--- src/rtl/core/sfr_pkg.sv ---
// Package for the serial frame receiver with XOR check.
// Holds frame constants and the controller state type; no dependencies.
`default_nettype none

package sfr_pkg;

    // Frame delimiters
    localparam logic [7:0] START_KIND0 = 8'hEC;
    localparam logic [7:0] START_KIND1 = 8'hDC;
    localparam logic [7:0] END_BYTE    = 8'hAA;

    // Body geometry: positions 1..BODY_LEN, a data byte at DROP_POS kills the frame
    localparam int unsigned BODY_LEN = 13;
    localparam int unsigned POS_W    = 4;
    localparam logic [POS_W-1:0] LAST_POS  = POS_W'(BODY_LEN);
    localparam logic [POS_W-1:0] DROP_POS  = POS_W'(BODY_LEN + 1);
    localparam logic [POS_W-1:0] LAST_IDX  = POS_W'(BODY_LEN - 1);

    // Controller states
    typedef enum logic [1:0] {
        S_IDLE,     // taking serial bytes
        S_SUM,      // reading the store to form the check
        S_EMIT_RD,  // issuing a read for the next result
        S_EMIT_LD   // loading the output register
    } t_state;

endpackage

`default_nettype wire

--- src/rtl/core/serial_frame_receiver_xor_check_unit.sv ---
// Serial frame receiver with XOR check: top level.
// Frame store in a 13-entry synchronous memory; uses sfr_pkg.
//
// Usage:
//   Input channel (i_valid / o_stall / i_rx_byte) takes one serial byte per
//   transaction. A start byte 0xEC or 0xDC opens a frame; following bytes are
//   stored at positions 1..13; 0xAA is stored when within them and closes
//   the frame. A data byte arriving at position 14 drops the frame silently.
//   Output channel (o_valid / i_stall / payload) carries the 13 stored bytes
//   of a closed frame, in position order, each with the frame kind and the
//   XOR check flag; o_last_of_frame marks position 13.
// Timing:
//   Ordinary bytes are taken with o_stall low. After the end byte
//   the store is read twice through its single read port: 13 reads with
//   registered data to form the check, then a read and a load per result,
//   so each frame end holds off input for that pass plus any output stall.
//   The input is held off (o_stall high) until the last result is loaded;
//   that result may still wait in the output register while new bytes flow.
// Reset:
//   Synchronous, active low. Hunting for a start byte, store reads as zeros
//   (per-entry valid bits), output register empty. No clearing pass.
// Output stall: the output register holds its transaction and the emit
//   sequence waits.
`default_nettype none

module serial_frame_receiver_xor_check_unit (
    input  wire logic                      i_clk,
    input  wire logic                      i_rst_n,
    // serial byte input
    input  wire logic                      i_valid,
    output logic                           o_stall,
    input  wire logic [7:0]                i_rx_byte,
    // frame result output
    output logic                           o_valid,
    input  wire logic                      i_stall,
    output logic                           o_frame_kind,
    output logic [sfr_pkg::POS_W-1:0]      o_byte_position,
    output logic [7:0]                     o_body_byte,
    output logic                           o_check_ok,
    output logic                           o_last_of_frame
);

    import sfr_pkg::*;

    // Frame store and its valid bits
    logic [7:0]          r_mem [BODY_LEN];
    logic [BODY_LEN-1:0] r_vld;

    // Control and datapath registers
    t_state              r_state, n_state;
    logic                r_in_frame, n_in_frame;
    logic [POS_W-1:0]    r_wpos, n_wpos;
    logic                r_kind, n_kind;
    logic [POS_W-1:0]    r_idx, n_idx;
    logic [7:0]          r_acc, n_acc;
    logic                r_ok, n_ok;
    logic                r_rd_pend, n_rd_pend;
    logic [POS_W-1:0]    r_rd_idx;
    logic [7:0]          r_rd_data;
    logic                r_rd_hit;
    logic                r_out_valid, n_out_valid;

    // Comb controls
    logic                in_acc;
    logic                out_free;
    logic                mem_we;
    logic [POS_W-1:0]    mem_waddr;
    logic                rd_en;
    logic                out_load;
    logic [7:0]          rd_word;
    logic [POS_W-1:0]    wpos_inc;

    assign o_stall  = (r_state != S_IDLE);
    assign in_acc   = i_valid && !o_stall;
    assign out_free = !r_out_valid || !i_stall;
    assign rd_word  = r_rd_hit ? r_rd_data : 8'h00;
    assign wpos_inc = r_wpos + POS_W'(1);
    assign mem_waddr = r_wpos - POS_W'(1);

    // Next state and controls
    always_comb begin
        n_state     = r_state;
        n_in_frame  = r_in_frame;
        n_wpos      = r_wpos;
        n_kind      = r_kind;
        n_idx       = r_idx;
        n_acc       = r_acc;
        n_ok        = r_ok;
        n_rd_pend   = 1'b0;
        n_out_valid = r_out_valid && i_stall;
        mem_we      = 1'b0;
        rd_en       = 1'b0;
        out_load    = 1'b0;

        unique case (r_state)
            S_IDLE: begin
                if (in_acc) begin
                    if (!r_in_frame) begin
                        // hunting: only start bytes matter
                        if (i_rx_byte == START_KIND0 || i_rx_byte == START_KIND1) begin
                            n_kind     = (i_rx_byte == START_KIND1);
                            n_wpos     = POS_W'(1);
                            n_in_frame = 1'b1;
                        end
                    end else begin
                        mem_we = (r_wpos <= LAST_POS);
                        if (i_rx_byte == END_BYTE) begin
                            // close frame, start check pass
                            n_wpos     = POS_W'(1);
                            n_in_frame = 1'b0;
                            n_idx      = '0;
                            n_acc      = 8'h00;
                            n_state    = S_SUM;
                        end else if (wpos_inc > DROP_POS || wpos_inc == '0) begin
                            // overlong frame dropped
                            n_wpos     = POS_W'(1);
                            n_in_frame = 1'b0;
                        end else begin
                            n_wpos = wpos_inc;
                        end
                    end
                end
            end

            S_SUM: begin
                // issue reads 0..12, fold returning data
                if (r_idx <= LAST_IDX) begin
                    rd_en     = 1'b1;
                    n_rd_pend = 1'b1;
                    n_idx     = r_idx + POS_W'(1);
                end
                if (r_rd_pend) begin
                    if (r_rd_idx == LAST_IDX) begin
                        n_ok    = (r_acc == rd_word);
                        n_idx   = '0;
                        n_state = S_EMIT_RD;
                    end else begin
                        n_acc = r_acc ^ rd_word;
                    end
                end
            end

            S_EMIT_RD: begin
                rd_en   = 1'b1;
                n_state = S_EMIT_LD;
            end

            S_EMIT_LD: begin
                // read data holds until the output register frees up
                if (out_free) begin
                    out_load    = 1'b1;
                    n_out_valid = 1'b1;
                    if (r_idx == LAST_IDX) begin
                        n_idx   = '0;
                        n_state = S_IDLE;
                    end else begin
                        n_idx   = r_idx + POS_W'(1);
                        n_state = S_EMIT_RD;
                    end
                end
            end

            default: n_state = S_IDLE;
        endcase
    end

    // State register
    always_ff @(posedge i_clk) begin
        if (!i_rst_n) begin
            r_state <= S_IDLE;
        end else begin
            r_state <= n_state;
        end
    end

    // Control registers
    always_ff @(posedge i_clk) begin
        if (!i_rst_n) begin
            r_in_frame  <= 1'b0;
            r_wpos      <= POS_W'(1);
            r_kind      <= 1'b0;
            r_idx       <= '0;
            r_rd_pend   <= 1'b0;
            r_out_valid <= 1'b0;
        end else begin
            r_in_frame  <= n_in_frame;
            r_wpos      <= n_wpos;
            r_kind      <= n_kind;
            r_idx       <= n_idx;
            r_rd_pend   <= n_rd_pend;
            r_out_valid <= n_out_valid;
        end
    end

    // Check accumulator
    always_ff @(posedge i_clk) begin
        r_acc <= n_acc;
        r_ok  <= n_ok;
    end

    // Valid bits: reset reads the store as zeros
    always_ff @(posedge i_clk) begin
        if (!i_rst_n) begin
            r_vld <= '0;
        end else if (mem_we) begin
            r_vld[mem_waddr] <= 1'b1;
        end
    end

    // Store write port
    always_ff @(posedge i_clk) begin
        if (mem_we) begin
            r_mem[mem_waddr] <= i_rx_byte;
        end
    end

    // Store read port, registered data
    always_ff @(posedge i_clk) begin
        if (rd_en) begin
            r_rd_data <= r_mem[r_idx];
            r_rd_hit  <= r_vld[r_idx];
            r_rd_idx  <= r_idx;
        end
    end

    // Output register
    always_ff @(posedge i_clk) begin
        if (out_load) begin
            o_frame_kind    <= r_kind;
            o_byte_position <= r_idx + POS_W'(1);
            o_body_byte     <= rd_word;
            o_check_ok      <= r_ok;
            o_last_of_frame <= (r_idx == LAST_IDX);
        end
    end

    assign o_valid = r_out_valid;

endmodule

`default_nettype wire

--- config.mk ---
export PLATFORM = sky130hd
export DESIGN_NAME = serial_frame_receiver_xor_check_unit
export DESIGN_NICKNAME = d
export VERILOG_FILES = /design/src/rtl/core/sfr_pkg.sv /design/src/rtl/core/serial_frame_receiver_xor_check_unit.sv
export SDC_FILE = /design/constraint.sdc
export NUM_CORES = 1
export LEC_CHECK = 0
export BUFFER_PORTS_ARGS = -buffer_cell sky130_fd_sc_hd__buf_2
export CAP_MARGIN = 15
export CORE_MARGIN = 2
export CORE_UTILIZATION = 45
export DETAILED_ROUTE_END_ITERATION = 16
export GPL_TIMING_DRIVEN = 0
export SYNTH_ARGS = -nofsm -noshare
export SYNTH_HDL_FRONTEND = slang
export SYNTH_SLANG_ARGS = --single-unit
--- constraint.sdc ---
create_clock -name i_clk -period 4.4 [get_ports i_clk]
set_input_delay 0.22 -clock i_clk [delete_from_list [all_inputs] [get_ports i_clk]]
set_output_delay 0.22 -clock i_clk [all_outputs]
set_load 0.05 [all_outputs]
==> results of run 1 <==
[sequential cells by signal (all words and copies together) (netlist names), 2 cells and up]
signal,cells
r_acc,8
r_rd_idx,4
r_idx,4
o_body_byte,8
r_vld,13
r_rd_data,8
r_wpos,4
r_mem,104
o_byte_position,4
r_state,2
[worst max path at each step]
stage                           startpoint                      to  slack, ps
CTS                 r_wpos[0]$_SDFFE_PN1P_   r_mem[0][6]$_DFFE_PP_       1500
detailed placement  r_wpos[0]$_SDFFE_PN1P_   r_mem[0][2]$_DFFE_PP_       1520
floorplan           r_wpos[0]$_SDFFE_PN1P_  r_mem[10][0]$_DFFE_PP_       2150
finish              r_wpos[0]$_SDFFE_PN1P_  r_mem[11][7]$_DFFE_PP_       1510
global route        r_wpos[0]$_SDFFE_PN1P_  r_mem[10][7]$_DFFE_PP_       1300
global placement    r_wpos[0]$_SDFFE_PN1P_   r_mem[1][2]$_DFFE_PP_       1580
[report_power, final]
group	switching (µW)	internal, µW	total, µW	leakage (µW)
Combinational	242	202	444	0.000829
Clock	632	962	1590	0.000314
Sequential	26.3	1770	1800	0.00150
Total	900	2940	3840	0.00264
[kinds of logic after synthesis]
| kind of cell | after synthesis |
|---|---|
| AO/OA/AOI/OAI | 56 |
| XOR/XNOR | 13 |
| adder cells (fa/ha/maj) | 12 |
| buffers and inverters | 31 |
| flip-flops | 168 |
| multiplexers | 40 |
| AND/OR/NAND/NOR | 93 |
[cell type report]
type                       count  area, µm²
timing repair buffer          28        140
clock inverter                15        209
multi-input combinational    214       2040
buffer                        17       68.8
sequential                   168       4770
tap                          188        235
fill                        1227       7200
clock buffer                  17        425
inverter                      14       52.6
[synth_stat cells (2+ instances only)]
master                     count  area (µm²)
sky130_fd_sc_hd__edfxtp_1    141        4230
sky130_fd_sc_hd__mux4_2       36         811
sky130_fd_sc_hd__dfxtp_1      27         541
sky130_fd_sc_hd__nor2_1       20        75.1
sky130_fd_sc_hd__nand2_1      15        56.3
sky130_fd_sc_hd__inv_1        14        52.6
sky130_fd_sc_hd__nor2b_1      13        81.3
sky130_fd_sc_hd__o21a_1       13        97.6
sky130_fd_sc_hd__clkbuf_1     12        45.0
sky130_fd_sc_hd__ha_1         12         150
sky130_fd_sc_hd__o21ai_0      12        60.1
sky130_fd_sc_hd__xnor2_1      11        96.3
sky130_fd_sc_hd__and2_1        8        50.1
sky130_fd_sc_hd__a21oi_1       7        35.0
sky130_fd_sc_hd__and3_1        7        43.8
sky130_fd_sc_hd__nand3_1       7        35.0
sky130_fd_sc_hd__a21boi_0      5        37.5
sky130_fd_sc_hd__nand4_1       5        31.3
sky130_fd_sc_hd__buf_2         4        20.0
sky130_fd_sc_hd__mux2i_1       4        40.0
sky130_fd_sc_hd__a22oi_1       3        22.5
sky130_fd_sc_hd__nand4b_1      3        26.3
sky130_fd_sc_hd__nand3b_1      2        15.0
sky130_fd_sc_hd__nor4_1        2        12.5
sky130_fd_sc_hd__nor4b_1       2        17.5
sky130_fd_sc_hd__xor2_1        2        17.5
[metrics by stage]
stage | hold slack [ps] | util [%] | worst slack (ps) | cell area (µm²)
after floorplan | 319 | - | 2150 | 6930
after global placement | 407 | 48.3 | 1580 | 7310
after detailed placement | 411 | 48.3 | 1520 | 7310
after CTS | 146 | 52.5 | 1500 | 7950
after global routing | 171 | 52.5 | 1300 | 7950
final | 158 | 52.5 | 1510 | 7950
[routing by layer]
metal | GRT usage (%) | vias to the layer above | share of wire [%]
li1 | - | 1710 | -
met1 | 23.6 | 1864 | 45
met2 | 29.5 | 86 | 49
met3 | 3.84 | 22 | 4.3
met4 | 7.18 | 0 | 1.5
met5 | 0 | - | 0
[worst max-delay path, cell delays in order, from the launching register on]
cell	delay, ps
sky130_fd_sc_hd__dfxtp_1	390
sky130_fd_sc_hd__clkbuf_1	310
sky130_fd_sc_hd__inv_1	110
sky130_fd_sc_hd__ha_1	300
sky130_fd_sc_hd__o21bai_1	180
sky130_fd_sc_hd__o21ai_0	260
sky130_fd_sc_hd__a22oi_1	190
sky130_fd_sc_hd__nor2_1	770
==> results.py, run 1 <==
metrics = {
    "routing": {
        "drc_errors": 0,
        "avgRoutedWirePerCell_um": 20.6,
        "routed_wirelength_mm": 13.6,
        "initialDrtViolationCount": 271,
        "num_vias": 3682,
        "detail_route.vias_per_cell": 5.57,
        "detailedRoute.firstPassIterationCount": 5,
        "count_of_nets_left_with_antenna_violations_after_detail_routing": 0,
    },
    "worst_hold_path": {
        "min_to": "r_wpos[2]$_SDFFE_PN0P_",
        "timing.hold.worst.class": "input pin to flop",
        "worstHoldPathCells": 3,
        "worst_hold_startpoint": "i_rst_n",
    },
    "clocking": {
        "cts.repair_timing.setup_buffer_count": 0,
        "numClockSinks": 168,
        "clock_tree_from_tritoncts": "done",
        "ctsHoldBuffers": 0,
        "cts_resized": 0,
        "clk_transition_reported_paths_ps": 60,
        "cts_root_buf": "sky130_fd_sc_hd__clkbuf_16",
        "cts_inserted_buffers": 17,
        "clkLatencyLatePin_ps": 430,
        "cts_max_level": 4,
        "clk_path_buf_depth": 2,
    },
    "synth": {
        "synth_compound_gate_area_share_pct": 5.88,
        "post_synth_fa_ha_maj_area_fraction_pct": 2.17,
        "synthesis.yosys.warnings": 0,
        "synth-main-ff-cell": "sky130_fd_sc_hd__edfxtp_1",
        "synth-xor-area-share_pct": 1.64,
        "post_synthesis_cell_count": 413,
        "synth.distinct_cells": 52,
        "post_synth_and_or_nand_nor_area_fraction_pct": 7.42,
        "synth_edf_count": 141,
        "post_synth_mux_area_share_pct": 12.3,
        "post_synth_instance_area_mm2": 0.00693,
        "main_combinational_cell_family_by_area_after_synthesis": "multiplexers",
        "seq_area_frac_synth_pct": 68.9,
        "synth-async-reset-ratio_pct": 0,
        "synth_nets": 437,
        "yosys_register_bits": 168,
        "synth.avg_cell_area_um2": 16.8,
    },
    "floorplan": {
        "fp.coreArea_mm2": 0.0151,
        "die-area_mm2": 0.0164,
        "io_pins": 29,
        "rows": 45,
        "initial_core_util_pct": 45.8,
        "die_boundary_height_um": 128,
        "die_w_um": 128,
    },
    "timing": {
        "setup-violations-final": 0,
        "slew_viol_final": 0,
        "final.setup.tns_ps": 0,
        "timing.slew.headroom_pct": 25.5,
        "maxClockFrequency_ghz": 0.346,
        "final_hold_vio_count": 0,
        "layout_min_cycle_time_ps": 2890,
        "grt_setup_unrepaired": "no",
        "tightestPinTransition_ps": 1110,
        "final_worst_path_period_share_pct": 65.6,
        "timing.clock.skew_ps": 12.6,
    },
    "setup_path": {
        "critical_path_maximum_fanout": 9,
        "reg2reg_setup_slack_ps": 1510,
        "crit-reg2reg-capture": "r_mem[11][7]$_DFFE_PP_",
        "cp-end-kind": "flop",
        "timing.critical_path.from_type": "flop",
        "cp_data_required_time_ps": 4450,
        "crit-reg2reg-launch": "r_wpos[0]$_SDFFE_PN1P_",
        "critPathArrivalTime_ps": 2940,
        "worstSetupPathType": "flop to flop",
        "r2r_cells": 7,
    },
    "final_layout": {
        "nets": 484,
        "antennaDiodeCount": 0,
        "most-common-layout-cells": "141 x sky130_fd_sc_hd__edfxtp_1, 36 x sky130_fd_sc_hd__mux4_2, 32 x sky130_fd_sc_hd__buf_2",
        "most_common_cell_after_layout_fill_and_taps_aside": "sky130_fd_sc_hd__edfxtp_1",
        "drive_gt1_share_pct": 22.2,
        "finalNonFillerCells": 661,
        "layout-area-overhead-vs-synth_pct": 14.6,
    },
    "grt": {
        "grtUsageTotal_pct": 18.0,
        "grt_first_pass_wirelength_mm": 21.2,
        "grt_pass1_vias": 3762,
        "grt_overflow_total": 0,
        "antenna_violations_before_repair": 0,
        "grt_start_max_net_pins": 18,
    },
    "place": {
        "numPlacedInstances": 629,
        "hpwlAfterDp_mm": 9.33,
        "numPortBuffers": 28,
        "routabilityCongestion": 0.797,
    },
    "pwr": {
        "ir_drop_v": 0.000272,
        "pwrdens_mw_per_mm2": 483,
        "totalPowerFinal_uw": 3840,
        "p_leak_uw": 0.00264,
    },
    "run_status": {
        "outcome": "completed",
    },
    "run": {
        "max_cap_viol_count": 0,
    },
}
Power figures use the tool's default switching activity.
==> run 2, diff against run 1 <==
==> constraint.sdc (replaced) <==
create_clock -name i_clk -period 3 [get_ports i_clk]
set_input_delay 0.15 -clock i_clk [delete_from_list [all_inputs] [get_ports i_clk]]
set_output_delay 0.15 -clock i_clk [all_outputs]
set_load 0.05 [all_outputs]
==> run 2 against run 1 <==
- worst hold slack got worse by 66 ps
- critical path type unchanged
- utilization increased by 0.099 points
- clock skew about the same
- flip-flop and latch count stayed put
- sequential power rose by 47%
- highest routed layer unchanged
- largest power group unchanged
- combinational power is 47% higher
- critical endpoint unchanged
- final cell count is the same
==> results.py, run 2 (synthesis results as in run 1) <==
metrics = {
    "run_status": {
        "outcome": "completed",
    },
    "pwr": {
        "totalPowerFinal_uw": 5620,
        "p_leak_uw": 0.00264,
        "ir_drop_v": 0.000401,
        "pwrdens_mw_per_mm2": 706,
    },
    "place": {
        "hpwlAfterDp_mm": 9.33,
        "numPortBuffers": 28,
        "preCtsSetupSlack_ps": 118,
        "routabilityCongestion": 0.797,
    },
    "timing": {
        "maxClockFrequency_ghz": 0.346,
        "hold_slack_ps": 92.0,
        "finalWorstSetupSlack_ps": 106,
        "slew_viol_final": 0,
        "layout_min_cycle_time_ps": 2890,
        "final_hold_vio_count": 0,
        "grt_setup_unrepaired": "yes",
        "timing.slew.headroom_pct": 25.6,
        "final_worst_path_period_share_pct": 96.5,
        "setup-violations-final": 0,
        "tightestPinTransition_ps": 1110,
        "timing.clock.skew_ps": 12.3,
    },
    "final_layout": {
        "most-common-layout-cells": "141 x sky130_fd_sc_hd__edfxtp_1, 36 x sky130_fd_sc_hd__mux4_2, 32 x sky130_fd_sc_hd__buf_2",
        "nets": 484,
        "layout-area-overhead-vs-synth_pct": 14.8,
        "area.sequential_mm2": 0.00477,
        "drive_gt1_share_pct": 23.5,
        "largest_reg_flops": 104,
        "multi_input_area_mm2": 0.00206,
        "reg_top3": "r_mem x104, r_vld x13",
        "fillerInstances": 1225,
        "most_common_cell_after_layout_fill_and_taps_aside": "sky130_fd_sc_hd__edfxtp_1",
        "antennaDiodeCount": 0,
        "top_register": "r_mem",
    },
    "setup_path": {
        "worst_path_largest_cell_delay_ps": 750,
        "timing.critical_path.from_type": "flop",
        "cp-end-kind": "flop",
        "critPathArrivalTime_ps": 2940,
        "worst_path_max_delay_cell": "sky130_fd_sc_hd__nor2_1",
        "critical_path_maximum_fanout": 9,
        "cpLargestDelayFamily": "simple AND/OR/NAND/NOR gates",
        "cp.buffers_inverters": 2,
        "crit_path_cell_trace": "clkbuf_1 -> inv_1 -> ha_1 -> o21bai_1 -> o21ai_0 -> a22oi_1 -> nor2_1",
        "cp_data_required_time_ps": 3040,
        "worstSetupPathType": "flop to flop",
    },
    "floorplan": {
        "die_boundary_height_um": 128,
        "die-area_mm2": 0.0164,
        "rows": 45,
        "fp.coreArea_mm2": 0.0151,
        "initial_core_util_pct": 45.8,
        "die_w_um": 128,
        "io_pins": 29,
    },
    "grt": {
        "grt_pass1_vias": 3762,
        "grt_first_pass_wirelength_mm": 21.2,
        "grt_overflow_total": 0,
        "grt_start_max_net_pins": 18,
        "grtUsageTotal_pct": 18.0,
        "antenna_violations_before_repair": 0,
    },
    "routing": {
        "drc_errors": 0,
        "count_of_nets_left_with_antenna_violations_after_detail_routing": 0,
        "initialDrtViolationCount": 242,
        "num_vias": 3666,
        "detail_route.vias_per_cell": 5.55,
        "routed_wirelength_mm": 13.7,
        "detailedRoute.firstPassIterationCount": 6,
        "avgRoutedWirePerCell_um": 20.7,
    },
    "worst_hold_path": {
        "timing.hold.worst.class": "input pin to flop",
    },
    "clocking": {
        "cts_root_buf": "sky130_fd_sc_hd__clkbuf_16",
        "clk_transition_reported_paths_ps": 60,
        "cts_inserted_buffers": 17,
        "clk_path_buf_depth": 2,
        "ctsHoldBuffers": 0,
        "cts_resized": 0,
        "cts_max_level": 4,
        "clkLatencyLatePin_ps": 430,
        "clock_tree_from_tritoncts": "done",
        "numClockSinks": 168,
        "cts.repair_timing.setup_buffer_count": 0,
    },
    "run": {
        "max_cap_viol_count": 0,
    },
}
run 2: changes by cell type in the layout (fill, tap and decap cells not counted):
cell | previous run | this run
sky130_fd_sc_hd__nor2_2 | 0 | 6
sky130_fd_sc_hd__nor2_1 | 20 | 14
run 2: power by group:
part	leakage [µW]	internal, µW	switching, µW
combinational	0.000827	296	356
sequential	0.00150	2600	38.3
clock	0.000314	1410	922
total	0.00264	4310	1320
run 2: per-layer routing:
metal	GRT usage, %	routed length, µm	up-vias
li1	-	-	1712
met3	3.84	508	20
met1	23.6	6190	1850
met4	7.18	245	0
met2	29.5	6730	84
met5	0	0	-
run 2: stage by stage:
| step | area, µm² | setup TNS (ps) | cells | utilization, % |
|---|---|---|---|---|
| global placement | 7310 | 0 | 629 | 48.3 |
| global route | 7960 | -1030 | 661 | 52.6 |
| floorplan | 6930 | 0 | 413 | - |
| detailed placement | 7310 | 0 | 629 | 48.3 |
| CTS | 7950 | 0 | 661 | 52.5 |
| finish | 7960 | 0 | 661 | 52.6 |
run 2: tightest hold or removal path: cells and delay by family:
| kind | cells | cell delay, ps |
|---|---|---|
| AOI/OAI and AO/OA | 1 | 130 |
| and+or+nand+nor | 1 | 50 |
| buffers and inverters | 1 | 140 |
run 2: final cells by class:
type / count / area share, %
inverter: 14 / 0.660
sequential: 168 / 60.0
multi-input combinational: 214 / 25.8
tap: 188 / 2.95
clock buffer: 17 / 5.34
clock inverter: 15 / 2.62
timing repair buffer: 28 / 1.76
buffer: 17 / 0.864
run 2: path summary, 6_finish.rpt:
| path | startpoint | to | slack, ps | depth (start not counted) |
|---|---|---|---|---|
| worst max register to register | r_wpos[0]$_SDFFE_PN1P_ | r_mem[11][7]$_DFFE_PP_ | 110 | 7 |
| worst min register to register | r_ok$_DFFE_PP_ | o_check_ok$_DFFE_PP_ | 420 | 0 |
| worst max-delay path | r_wpos[0]$_SDFFE_PN1P_ | r_mem[11][7]$_DFFE_PP_ | 110 | 7 |
| worst min-delay path | i_stall | o_valid$_SDFF_PN0_ | 90 | 3 |
